### src/rtl/mesp_pkg.sv
// ----------------------------------------------------------------------------
// mesp_pkg
// types and constants shared by the event stream parser
// ----------------------------------------------------------------------------
package mesp_pkg;

   // result kinds
   localparam logic [3:0] KIND_NOTEON    = 4'd0;
   localparam logic [3:0] KIND_NOTEOFF   = 4'd1;
   localparam logic [3:0] KIND_VOL       = 4'd2;
   localparam logic [3:0] KIND_PAN       = 4'd3;
   localparam logic [3:0] KIND_EXPR      = 4'd4;
   localparam logic [3:0] KIND_LOOPSTART = 4'd5;
   localparam logic [3:0] KIND_LOOPEND   = 4'd6;
   localparam logic [3:0] KIND_CTRL      = 4'd7;
   localparam logic [3:0] KIND_PROG      = 4'd8;
   localparam logic [3:0] KIND_BEND      = 4'd9;
   localparam logic [3:0] KIND_TEMPO     = 4'd10;
   localparam logic [3:0] KIND_TIMESIG   = 4'd11;
   localparam logic [3:0] KIND_EOT       = 4'd12;
   localparam logic [3:0] KIND_META      = 4'd13;
   localparam logic [3:0] KIND_STOP      = 4'd14;
   localparam logic [3:0] KIND_TRUNC     = 4'd15;

   // status and meta codes
   localparam logic [7:0] STAT_META     = 8'hFF;
   localparam logic [7:0] META_EOT      = 8'h2F;
   localparam logic [7:0] META_TEMPO    = 8'h51;
   localparam logic [7:0] META_TIMESIG  = 8'h58;
   localparam logic [3:0] HI_NOTEOFF    = 4'h8;
   localparam logic [3:0] HI_NOTEON     = 4'h9;
   localparam logic [3:0] HI_CTRL       = 4'hB;
   localparam logic [3:0] HI_PROG       = 4'hC;
   localparam logic [3:0] HI_BEND       = 4'hE;
   localparam logic [7:0] CC_VOLUME     = 8'd7;
   localparam logic [7:0] CC_PAN        = 8'd10;
   localparam logic [7:0] CC_EXPR       = 8'd11;
   localparam logic [7:0] CC_LOOP       = 8'd99;
   localparam logic [7:0] LOOP_START    = 8'd20;
   localparam logic [7:0] LOOP_END      = 8'd30;

   // one result record
   typedef struct packed {
      logic [3:0]  event_kind;
      logic [3:0]  midi_channel;
      logic [7:0]  first_data;
      logic [7:0]  second_data;
      logic [23:0] tempo_value;
      logic [27:0] delta_ticks;
      logic [31:0] event_time;
      logic [31:0] event_start;
      logic [31:0] event_length;
      logic        parsing_stopped;
   } record_type;

endpackage

### src/rtl/mesp_core.sv
// ----------------------------------------------------------------------------
// mesp_core
// per-byte parse state update and record build, one byte per cycle while step is high
// ----------------------------------------------------------------------------
module mesp_core import mesp_pkg::*; #(
   parameter int VARLEN_MAX_BYTES = 4
) (
   input  logic       clock,
   input  logic       reset,
   input  logic       step,          // one byte taken this cycle
   input  logic [7:0] stream_byte,
   input  logic       final_byte,
   output logic       emit,          // a record results from this byte
   output record_type rec,
   output logic       halted
);

   typedef enum logic [3:0] {
      PH_START, PH_SAW_FF, PH_SAW_FF2F, PH_DELTA, PH_STATUS,
      PH_DATA1, PH_DATA2, PH_META_TYPE, PH_META_LEN, PH_META_BODY
   } phase_type;

   localparam logic [2:0] VMAX = 3'(VARLEN_MAX_BYTES);

   phase_type   phase_ff, phase_in;
   logic [7:0]  rs_ff, rs_in;
   logic [27:0] dacc_ff, dacc_in;
   logic [2:0]  dcnt_ff, dcnt_in;
   logic [31:0] atime_ff, atime_in;
   logic [7:0]  held_ff, held_in;
   logic [7:0]  mtype_ff, mtype_in;
   logic [27:0] mlen_ff, mlen_in;
   logic [27:0] mseen_ff, mseen_in;
   logic [23:0] mpay_ff, mpay_in;
   logic [31:0] pos_ff, start_ff, start_in;
   logic        halted_ff, halted_in;

   assign halted = halted_ff;

   logic [31:0] len;
   logic [27:0] dshift;
   logic [2:0]  dcnt_p1;
   logic        dlast;
   logic [27:0] mlen_next;
   logic [27:0] mseen_p1;

   assign start_in = (phase_ff == PH_START) ? pos_ff : start_ff;
   assign len      = pos_ff + 32'd1 - start_in;
   assign dshift   = {dacc_ff[20:0], stream_byte[6:0]};
   assign dcnt_p1  = dcnt_ff + 3'd1;
   assign dlast    = !stream_byte[7] || (dcnt_p1 >= VMAX);
   assign mlen_next = {mlen_ff[20:0], stream_byte[6:0]};
   assign mseen_p1 = mseen_ff + 28'd1;

   // record helper state
   logic       put;
   record_type r;

   always_comb begin
      logic [7:0]  rs_eff;
      logic [3:0]  hi;
      logic        real_st;
      logic [3:0]  k2;
      logic [27:0] mlen_use;
      logic        do_status;
      logic        do_meta;
      phase_in  = phase_ff;
      rs_in     = rs_ff;
      dacc_in   = dacc_ff;
      dcnt_in   = dcnt_ff;
      atime_in  = atime_ff;
      held_in   = held_ff;
      mtype_in  = mtype_ff;
      mlen_in   = mlen_ff;
      mseen_in  = mseen_ff;
      mpay_in   = mpay_ff;
      halted_in = halted_ff;
      put       = 1'b0;
      r         = '0;
      do_status = 1'b0;
      do_meta   = 1'b0;
      mlen_use  = mlen_ff;
      rs_eff    = rs_ff;
      hi        = '0;
      real_st   = stream_byte[7];
      k2        = KIND_CTRL;

      // phase step
      unique case (phase_ff)
         PH_START: begin
            if (stream_byte == STAT_META && VARLEN_MAX_BYTES >= 2) begin
               dacc_in  = 28'h7F;
               dcnt_in  = 3'd1;
               phase_in = PH_SAW_FF;
            end else begin
               dacc_in  = {21'd0, stream_byte[6:0]};
               dcnt_in  = 3'd1;
               if (!stream_byte[7] || 3'd1 >= VMAX) begin
                  atime_in = atime_ff + {4'd0, dacc_in};
                  phase_in = PH_STATUS;
               end else phase_in = PH_DELTA;
            end
         end
         PH_SAW_FF: begin
            if (stream_byte == META_EOT) begin
               dacc_in  = 28'h3FAF;
               dcnt_in  = 3'd2;
               phase_in = PH_SAW_FF2F;
            end else begin
               dacc_in = dshift;
               dcnt_in = dcnt_p1;
               if (dlast) begin
                  atime_in = atime_ff + {4'd0, dshift};
                  phase_in = PH_STATUS;
               end else phase_in = PH_DELTA;
            end
         end
         PH_SAW_FF2F: begin
            if (stream_byte == 8'd0) begin
               put = 1'b1;
               r.event_kind = KIND_EOT;
               r.midi_channel = rs_ff[3:0];
               r.parsing_stopped = 1'b1;
            end else begin
               atime_in  = atime_ff + {4'd0, dacc_ff};
               do_status = 1'b1;
            end
         end
         PH_DELTA: begin
            dacc_in = dshift;
            dcnt_in = dcnt_p1;
            if (dlast) begin
               atime_in = atime_ff + {4'd0, dshift};
               phase_in = PH_STATUS;
            end
         end
         PH_STATUS: do_status = 1'b1;
         PH_DATA1: begin
            if (rs_ff[7:4] == HI_PROG) begin
               put = 1'b1;
               r.event_kind = KIND_PROG;
               r.midi_channel = rs_ff[3:0];
               r.first_data = stream_byte;
               r.delta_ticks = dacc_ff;
            end else begin
               held_in  = stream_byte;
               phase_in = PH_DATA2;
            end
         end
         PH_DATA2: begin
            if (rs_ff[7:4] == HI_NOTEOFF) k2 = KIND_NOTEOFF;
            else if (rs_ff[7:4] == HI_NOTEON)
               k2 = (stream_byte != 8'd0) ? KIND_NOTEON : KIND_NOTEOFF;
            else if (rs_ff[7:4] == HI_BEND) k2 = KIND_BEND;
            else if (held_ff == CC_VOLUME) k2 = KIND_VOL;
            else if (held_ff == CC_PAN) k2 = KIND_PAN;
            else if (held_ff == CC_EXPR) k2 = KIND_EXPR;
            else if (held_ff == CC_LOOP && stream_byte == LOOP_START) k2 = KIND_LOOPSTART;
            else if (held_ff == CC_LOOP && stream_byte == LOOP_END) k2 = KIND_LOOPEND;
            else k2 = KIND_CTRL;
            put = 1'b1;
            r.event_kind = k2;
            r.midi_channel = rs_ff[3:0];
            r.first_data = held_ff;
            r.second_data = stream_byte;
            r.delta_ticks = dacc_ff;
         end
         PH_META_TYPE: begin
            mtype_in = stream_byte;
            mlen_in  = '0;
            mseen_in = '0;
            mpay_in  = '0;
            dcnt_in  = '0;
            phase_in = PH_META_LEN;
         end
         PH_META_LEN: begin
            mlen_in = mlen_next;
            dcnt_in = dcnt_p1;
            if (dlast) begin
               if (mlen_next == 28'd0) begin
                  do_meta  = 1'b1;
                  mlen_use = mlen_next;
               end else phase_in = PH_META_BODY;
            end
         end
         PH_META_BODY: begin
            unique case (mseen_ff[1:0])
               2'd0: if (mseen_ff < 28'd3) mpay_in[23:16] = stream_byte;
               2'd1: if (mseen_ff < 28'd3) mpay_in[15:8] = stream_byte;
               2'd2: if (mseen_ff < 28'd3) mpay_in[7:0] = stream_byte;
               default: ;
            endcase
            mseen_in = mseen_p1;
            if (mseen_p1 >= mlen_ff) do_meta = 1'b1;
         end
         default: phase_in = PH_START;
      endcase

      // status byte handling
      if (do_status) begin
         if (real_st) rs_in = stream_byte;
         rs_eff = rs_in;
         hi     = rs_eff[7:4];
         if (!real_st && rs_ff == 8'd0) begin
            put = 1'b1;
            r.event_kind = KIND_STOP;
            r.delta_ticks = dacc_ff;
            r.parsing_stopped = 1'b1;
            r.event_length = len - 32'd1;
         end else if (hi == HI_NOTEOFF || hi == HI_NOTEON || hi == HI_CTRL
                      || hi == HI_BEND) begin
            if (real_st) phase_in = PH_DATA1;
            else begin
               held_in  = stream_byte;
               phase_in = PH_DATA2;
            end
         end else if (hi == HI_PROG) begin
            if (real_st) phase_in = PH_DATA1;
            else begin
               put = 1'b1;
               r.event_kind = KIND_PROG;
               r.midi_channel = rs_eff[3:0];
               r.first_data = stream_byte;
               r.delta_ticks = dacc_ff;
            end
         end else if (rs_eff == STAT_META) begin
            if (real_st) phase_in = PH_META_TYPE;
            else begin
               mtype_in = stream_byte;
               mlen_in  = '0;
               mseen_in = '0;
               mpay_in  = '0;
               dcnt_in  = '0;
               phase_in = PH_META_LEN;
            end
         end else begin
            put = 1'b1;
            r.event_kind = KIND_STOP;
            r.midi_channel = rs_eff[3:0];
            r.delta_ticks = dacc_ff;
            r.parsing_stopped = 1'b1;
            r.event_length = real_st ? len : len - 32'd1;
         end
      end

      // meta completion
      if (do_meta) begin
         put = 1'b1;
         r.midi_channel = rs_ff[3:0];
         r.delta_ticks = dacc_ff;
         if (mtype_ff == META_TEMPO) begin
            r.event_kind = KIND_TEMPO;
            r.tempo_value = mpay_in;
         end else if (mtype_ff == META_TIMESIG) begin
            r.event_kind = KIND_TIMESIG;
            r.first_data = mpay_in[23:16];
            r.second_data = mpay_in[15:8];
         end else if (mtype_ff == META_EOT) begin
            r.event_kind = KIND_EOT;
            r.parsing_stopped = 1'b1;
         end else begin
            r.event_kind = KIND_META;
            r.first_data = mtype_ff;
         end
         if (mlen_use != 28'd0) r.event_length = len;
      end

      // length of completed records
      if (put && r.event_kind != KIND_STOP) r.event_length = len;
      if (put) phase_in = PH_START;

      // final byte: stop flag or truncation record
      if (final_byte) begin
         if (put) r.parsing_stopped = 1'b1;
         else begin
            put = 1'b1;
            r = '0;
            r.event_kind = KIND_TRUNC;
            r.delta_ticks = dacc_in;
            r.event_length = len;
            r.parsing_stopped = 1'b1;
            phase_in = PH_START;
         end
      end
      if (put && r.parsing_stopped) halted_in = 1'b1;
      r.event_time  = atime_in;
      r.event_start = start_in;
   end

   assign emit = step && put;
   assign rec  = r;

   // parse state registers
   always_ff @(posedge clock) begin
      if (reset) begin
         phase_ff  <= PH_START;
         rs_ff     <= '0;
         dacc_ff   <= '0;
         dcnt_ff   <= '0;
         atime_ff  <= '0;
         held_ff   <= '0;
         mtype_ff  <= '0;
         mlen_ff   <= '0;
         mseen_ff  <= '0;
         mpay_ff   <= '0;
         pos_ff    <= '0;
         start_ff  <= '0;
         halted_ff <= 1'b0;
      end else if (step) begin
         phase_ff  <= phase_in;
         rs_ff     <= rs_in;
         dacc_ff   <= dacc_in;
         dcnt_ff   <= dcnt_in;
         atime_ff  <= atime_in;
         held_ff   <= held_in;
         mtype_ff  <= mtype_in;
         mlen_ff   <= mlen_in;
         mseen_ff  <= mseen_in;
         mpay_ff   <= mpay_in;
         pos_ff    <= pos_ff + 32'd1;
         start_ff  <= start_in;
         halted_ff <= halted_in;
      end
   end

endmodule

### src/rtl/midi_event_stream_parser_top.sv
// ----------------------------------------------------------------------------
// midi_event_stream_parser_top
// track event byte parser producing one classified record per event
// ----------------------------------------------------------------------------
// Bytes enter on the req_ channel, one per transfer, with tuser marking the
// last byte of the file. Each transfer updates the parse state in the same
// cycle; a byte that completes an event loads the result register, or the skid
// stage while a stalled record holds that register, and rsp_ shows the result
// register. One byte is taken every cycle while req_tready is high: the result
// register is followed by a skid stage, so req_tready stays high while a record
// waits on a stalled receiver, and drops only once both stages hold records.
// Records carrying parsing_stopped end the stream: later bytes are taken
// and dropped with no record until reset. Reset (synchronous, active high)
// clears the phase, running status, time and position counters and empties
// both output stages.
// ----------------------------------------------------------------------------
module midi_event_stream_parser_top import mesp_pkg::*; #(
   parameter int VARLEN_MAX_BYTES = 4
) (
   input  logic         clock,
   input  logic         reset,
   input  logic         req_tvalid,
   output logic         req_tready,
   input  logic [7:0]   req_tdata,   // [7:0] stream_byte
   input  logic         req_tuser,   // [0] final_byte
   output logic         rsp_tvalid,
   input  logic         rsp_tready,
   // [3:0] event_kind, [7:4] midi_channel, [15:8] first_data,
   // [23:16] second_data, [47:24] tempo_value, [75:48] delta_ticks,
   // [107:76] event_time, [139:108] event_start, [171:140] event_length,
   // [172] parsing_stopped, [175:173] zero
   output logic [175:0] rsp_tdata
);

   logic       step;
   logic       emit;
   logic       halted;
   record_type rec;
   record_type out_ff, skid_ff;
   logic       out_valid_ff, skid_valid_ff;

   assign req_tready = !skid_valid_ff;
   assign step       = req_tvalid && req_tready;

   mesp_core #(.VARLEN_MAX_BYTES(VARLEN_MAX_BYTES)) u_core (
      .clock       (clock),
      .reset       (reset),
      .step        (step && !halted),
      .stream_byte (req_tdata),
      .final_byte  (req_tuser),
      .emit        (emit),
      .rec         (rec),
      .halted      (halted)
   );

   // output register with skid stage
   always_ff @(posedge clock) begin
      if (reset) begin
         out_valid_ff  <= 1'b0;
         skid_valid_ff <= 1'b0;
      end else begin
         if (!out_valid_ff || rsp_tready) begin
            if (skid_valid_ff) begin
               out_ff        <= skid_ff;
               out_valid_ff  <= 1'b1;
               skid_valid_ff <= emit;
               skid_ff       <= rec;
            end else begin
               out_valid_ff <= emit;
               out_ff       <= rec;
            end
         end else if (emit) begin
            skid_valid_ff <= 1'b1;
            skid_ff       <= rec;
         end
      end
   end

   assign rsp_tvalid = out_valid_ff;
   assign rsp_tdata  = {3'd0, out_ff.parsing_stopped, out_ff.event_length,
                        out_ff.event_start, out_ff.event_time, out_ff.delta_ticks,
                        out_ff.tempo_value, out_ff.second_data, out_ff.first_data,
                        out_ff.midi_channel, out_ff.event_kind};

endmodule

### config.mk
export PLATFORM = sky130hd
export DESIGN_NAME = midi_event_stream_parser_top
export DESIGN_NICKNAME = d
export VERILOG_FILES = /design/src/rtl/mesp_pkg.sv /design/src/rtl/mesp_core.sv /design/src/rtl/midi_event_stream_parser_top.sv
export SDC_FILE = /design/constraint.sdc
export NUM_CORES = 1
export LEC_CHECK = 0
export BUFFER_PORTS_ARGS = -buffer_cell sky130_fd_sc_hd__buf_2
export CAP_MARGIN = 20
export CORE_MARGIN = 3
export CORE_UTILIZATION = 55
export CTS_BUF_LIST = sky130_fd_sc_hd__clkbuf_16
export DETAILED_ROUTE_END_ITERATION = 7
export PLACE_DENSITY = 0.73
export SKIP_CTS_REPAIR_TIMING = 1
export SYNTH_ARGS = -nofsm -noshare
export SYNTH_HDL_FRONTEND = slang
export SYNTH_SLANG_ARGS = --single-unit
### constraint.sdc
create_clock -name clock -period 14.7 [get_ports clock]
set_input_delay 0 -clock clock [delete_from_list [all_inputs] [get_ports clock]]
set_output_delay 0 -clock clock [all_outputs]
set_load 0.01 [all_outputs]
# After elaboration in Yosys (flattened, before gate mapping)
# Cells that the tools add are included.
dict set report word_totals {
  register_bits 584
  input_bits 13
  out_inout_bits 178
  wordCells 275
}
dict set report op_classes {
  addsub 8
  magnitude_cmp 3
  eq_ne 34
  mux 163
  bitwise_logic 1
  n_reduce_logical 31
}
# cell n
set ops {}
lappend ops {{$mux 173} 5}
lappend ops {{$mux 28} 23}
lappend ops {{$mux 32} 9}
lappend ops {{$mux 8} 29}
lappend ops {{$mux 33} 6}
lappend ops {{$mux 172} 1}
lappend ops {{$mux 24} 7}
lappend ops {{$pmux 28 s2} 3}
lappend ops {{$pmux 32 s4} 1}
lappend ops {{$mux 4} 25}
lappend ops {{$mux 16} 6}
lappend ops {{$pmux 28 s3} 1}
lappend ops {{$mux 76} 1}
lappend ops {{$add 32x28->32} 2}
lappend ops {{$pmux 24 s2} 1}
lappend ops {{$eq 4x4->1 const B} 11}
lappend ops {{$add 32x1->32 const B} 1}
lappend ops {{$add 32x7->32} 1}
lappend ops {{$sub 32x1->32 const B} 1}
lappend ops {{$sub 32x32->32} 1}
lappend ops {{$add 28x1->28 const B} 1}
lappend ops {{$ge 28x28->1} 1}
lappend ops {{$logic_not 28->1} 1}
lappend ops {{$lt 28x2->1 const B} 1}
lappend ops {{other kinds (40)} 101}

# Depth between registers and ports, before layout
dict set report logic_depth {
  word_depth 27
  mapped_depth 27
  depth_no_buf 22
}

# Cells and area by module
# From an unflattened synthesis, not the netlist that was laid out.
dict set report hier_totals {
  hier_cells 3516
  area_unflattened_um2 34274.1
}
# mod n_inst cells_each area_per_inst_um2
set modules_own_cells {}
lappend modules_own_cells {mesp_core 1 2960 21241.6}
lappend modules_own_cells {midi_event_stream_parser_top 1 556 13032.5}

# Least setup slack after synthesis
# OpenSTA, ideal clock, no wires.
dict set report synth_timing {
  path_kind {flip-flop to flip-flop}
  start {register u_core.mseen_ff[2]}
  end {register skid_ff[0] in the netlist's numbering, enable pin}
  setup_time_ns 0.708
  t_arrival_ns 10.890
  required_ns 13.992
  slack_ns 3.102
  stages_incl_launch_ff 23
  n_path_buf 2
  synth_period_minus_slack_ns 11.598
  cell_sequence {dfxtp_1 > clkbuf_1 > and3_1 > nand3_1 > nor2b_1 > nand2_1 > nor2_1 > nand2_1 > nor2_1 > nand4_1 > xnor2_1 > ha_1 > nand4_1 > nor4_1 > nand2_1 > a21oi_1 > a311oi_1 > o31ai_1 > nor4_1 > clkbuf_1 > nor3_1 > a21oi_1 > nor2_1}
}
dict set report synth_via {
  elab_chain_len 9
}
# element line_no
set synth_rtl {}
lappend synth_rtl {{from (decl)} mesp_core.sv:33} ;# logic [27:0] mseen_ff, mseen_in;
lappend synth_rtl {{from (signal assigned)} mesp_core.sv:318} ;# mseen_ff <= mseen_in;
lappend synth_rtl {{$add 28x1->28} mesp_core.sv:53} ;# assign mseen_p1 = mseen_ff + 28'd1;
lappend synth_rtl {{$ge 28x28->1} mesp_core.sv:194} ;# if (mseen_p1 >= mlen_ff) do_meta = 1'b1;
lappend synth_rtl {{$mux 1} mesp_core.sv:194}
lappend synth_rtl {{$pmux 1 s2} mesp_core.sv:89} ;# unique case (phase_ff)
lappend synth_rtl {{$mux 1} mesp_core.sv:247} ;# if (do_meta) begin
lappend synth_rtl {{$mux 1} mesp_core.sv:273} ;# if (final_byte) begin
lappend synth_rtl {{$logic_and 1x1->1} mesp_core.sv:290} ;# assign emit = step && put;
lappend synth_rtl {{$reduce_bool 2->1 (no line)} --}
lappend synth_rtl {{$reduce_and 3->1 (no line)} --}
lappend synth_rtl {{to (signal assigned)} midi_event_stream_parser_top.sv:67} ;# skid_ff <= rec;
lappend synth_rtl {{to (signal assigned)} midi_event_stream_parser_top.sv:74} ;# skid_ff <= rec;
lappend synth_rtl {{to (decl)} midi_event_stream_parser_top.sv:39} ;# record_type out_ff, skid_ff;
# Every way passes these cells.
# A chain may end at the register's enable or synchronous reset.

==> run metrics <==
Root Driver clkbuf_16; NumNets Final 3707; first-pass GRT wire length about 140 mm; Sw Ratio 28.2%; clock network power share 38.9%; IR drop worst, VDD ~0.00010 V; total grt overflow 0; Worst path slowest cell dfxtp_1; setup TNS 0 ns; Tot GR Track Use 28.0%; io pins 191; overall die height 252 µm; combinational group share of total power between 10% and 20%; HP Class input pin to flop; Reg power frac 43.7%; Lkg Pwr approximately 15 nW; Post-synth top flop edfxtp_1; pin count of the biggest net entering global routing slightly above 90; Net Sw Power 1.22 mW; initial antenna violation count 2; delay-heaviest family, CP simple AND/OR/NAND/NOR gates; Yosys warnings 0; Syn Area/Cell 9.53 µm²; max-capacitance violation count 0; Hold Slack -0.0174 ns; M1 wire length 40.9 mm; DIE AREA 63400 µm²; area of the multi-input gates 16900 µm²; cell taking the most area after synthesis edfxtp_1; Worst-path clk slew 0.06 ns; Seq cells post-synth 584; share of layout cells above drive strength 1 14.6%; Setup violations, final 0; worst clock skew ~0.019 ns; RePlAce Congestion 0.948; critical path cell sequence or4_4 > buf_4 > mux2i_1 > inv_1 > fa_1 > o22ai_1 > a32oi_1 > a31o_2 > o211a_1 > or3_1 > a211oi_1 > a311o_1 > nor4b_4 > nand4_1 > nor4b_2 > xnor2_1 > o2bb2ai_1 > mux2_2; Synth area leaders edfxtp_1, dfxtp_1, mux2_2, nor2_1, ha_1; port bufs 187; hold depth 5; fmax 0.149 GHz; final core occ 62.1%; met2 routed wirelength 41.2 mm; Area growth syn-to-layout 11.1%; crit-path max cell delay 0.81 ns; FF/Latch Area 15200 µm²; Starting DRT DRC Count 2856; number of distinct library cells after synthesis 105; pwr dens 116 nW/µm²; final hold violations 1; Bufs and invs on worst path 2; Internal 3.09 mW; crit path max fanout 44; sequential area share after synthesis ~46%; WP data arrival 7.11 ns; r2r startpoint u_core.phase_ff[0]; Final period util 45.7%; detailed-route DRC error count 0; Synth top area share 31.2%; # fillers 4993; final WL 91.6 mm; Avg WL per Cell roughly 21 µm; Clk Latency, worst-skew pair about 0.66 ns; Critical Path End Type flop; FF-to-FF End rsp_tdata[169]; Core Rows 89; CP Class flop to flop; Worst Setup Start Kind flop; chip width approximately 250 µm; detailed placer's ending HPWL 63.3 mm; Syn Inst Count 3487; Met3 Wirelength 6.91 mm; Max Slew Vio Count 0; relative slew slack 26.0%; Async SR Flop Fraction 0%; Post-synth EDFFs ~350; CTS H-tree depth 2; failing checks negative hold slack; hold_sp req_tuser; Initial Utilization between 50% and 60%; worst slew pin tran approximately 1.1 ns; RSZ-0062 raised after global routing false; vias in the first global route 25273; clock sink count 584; remaining antenna violation count 0; top layer in use met4; CTS tree yes; Via Count between 20000 and 30000; crit path time final 6.72 ns; Core ar. 59500 µm²; status finished with violations; drt first pass iters 6; Max Root-Sink Buffers 3; Hold EP u_core.phase_ff[1]; synthesized area 33200 µm²; Vias/cell 6.25; CTS buffer count 60; R2R cell count 18; FF-to-FF setup slack 7.98 ns; Crit path required time 15.10 ns
[synthesized netlist by cell type, types with 28 or more instances]
master    instances
xor2_1           65
nor2_1          408
a21oi_1         235
clkbuf_1        172
nand2b_1         28
o21ai_0         149
nand4_1          45
mux2i_1          49
dfxtp_1         238
ha_1            114
xnor2_1         110
a22oi_1          65
and3_1           35
and2_1           49
a22o_1           45
nor3_1           75
nor4_1           34
a31oi_1          30
nand3_1         128
a21o_1           69
o31ai_1          28
nand2_1         304
inv_1           110
a211oi_1         45
edfxtp_1        346
mux2_2          149
[flip-flops by register name, summed over array words and instances (netlist names), 4 cells and up]
signal / count
skid_ff: 173
u_core.start_ff: 32
u_core.held_ff: 8
u_core.mseen_ff: 28
u_core.mlen_ff: 28
u_core.pos_ff: 32
u_core.mtype_ff: 8
rsp_tdata: 173
u_core.mpay_ff: 24
u_core.atime_ff: 32
u_core.dacc_ff: 28
u_core.phase_ff: 4
u_core.rs_ff: 8
[area by class of cell]
cell class / count / share of cell area (%)
diodes: 1 / 0.00677
clock buffers: 62 / 4.20
multi-input cells: 2587 / 45.8
well taps: 773 / 2.62
inverters: 112 / 1.15
repair buffers: 232 / 3.53
clock inverters: 52 / 1.70
flip-flops and latches: 584 / 41.0
[power by group through the flow]
stage / Combinational, mW / Clock, mW / Sequential, mW
6_report: 0.747 / 1.67 / 1.88
3_3_place_gp: 0.721 / 0 / 1.91
4_1_cts: 0.735 / 1.70 / 1.88
3_5_place_dp: 0.729 / 0 / 1.92
2_1_floorplan: 0.505 / 0 / 1.92
5_1_grt: 0.812 / 1.76 / 1.89
[kinds of logic (layout without fill, tap and decap cells)]
| group | count (synthesis) | count (layout) | synth area share (%) |
|---|---|---|---|
| other | 1 | 4 | 0.0113 |
| and+or+nand+nor | 1226 | 1226 | 17.6 |
| DFF | 584 | 584 | 45.6 |
| buffers and inverters | 318 | 458 | 3.72 |
| AOI/OAI and AO/OA | 858 | 858 | 17.0 |
| muxes | 201 | 201 | 6.70 |
| adders and majority gates | 121 | 121 | 4.59 |
| xor gates and xnor gates | 178 | 178 | 4.78 |
[through the flow]
step	power, mW	worst slack, ns	hold WS [ns]	std cells	instance area [µm²]
floorplan	2.43	3.10	0.238	3489	33300
global placement	2.64	8.19	0.408	4277	34700
detailed placement	2.64	8.07	0.409	4277	34700
CTS	4.31	8.03	-0.231	4391	36800
global route	4.46	7.49	0.0121	4402	36900
finish	4.30	7.98	-0.0174	4403	36900
[layout by cell type, fill, tap and decap left out, drive strengths merged, types with 52 or more instances in the layout]
master,count
nor3,76
xnor2,112
o21ai,155
nand3,130
a22oi,65
a21o,69
dfxtp,238
inv,126
nand2,305
and2,52
nor2,408
a21oi,235
mux2,150
xor2,65
edfxtp,346
ha,114
buf,222
clkbuf,62
[per-layer routing]
layer	GRT usage, %	up-vias
met3	4.50	146
li1	-	13002
met5	0	-
met4	8.31	0
met2	43.5	1119
met1	40.5	13242
[worst max path at each step]
| stage | startpoint | end | slack [ns] | cells past startpoint |
|---|---|---|---|---|
| 6_report | u_core.phase_ff[0] | rsp_tdata[169] | 7.98 | 18 |
| 3_3_place_gp | u_core.phase_ff[0] | rsp_tdata[170] | 8.19 | 18 |
| 4_1_cts | u_core.phase_ff[0] | rsp_tdata[170] | 8.03 | 18 |
| 5_1_grt | u_core.phase_ff[0] | rsp_tdata[170] | 7.49 | 18 |
| 3_5_place_dp | u_core.phase_ff[0] | rsp_tdata[170] | 8.07 | 18 |
| 2_1_floorplan | u_core.mseen_ff[2] | skid_ff[0] | 3.10 | 22 |
[worst min-delay path, stage by stage]
cell,delay (ns)
buf_2,0.14
nor4_2,0.06
buf_4,0.23
nand3_1,0.10
a21oi_1,0.06
No activity file was read; power rests on OpenSTA's default activity.
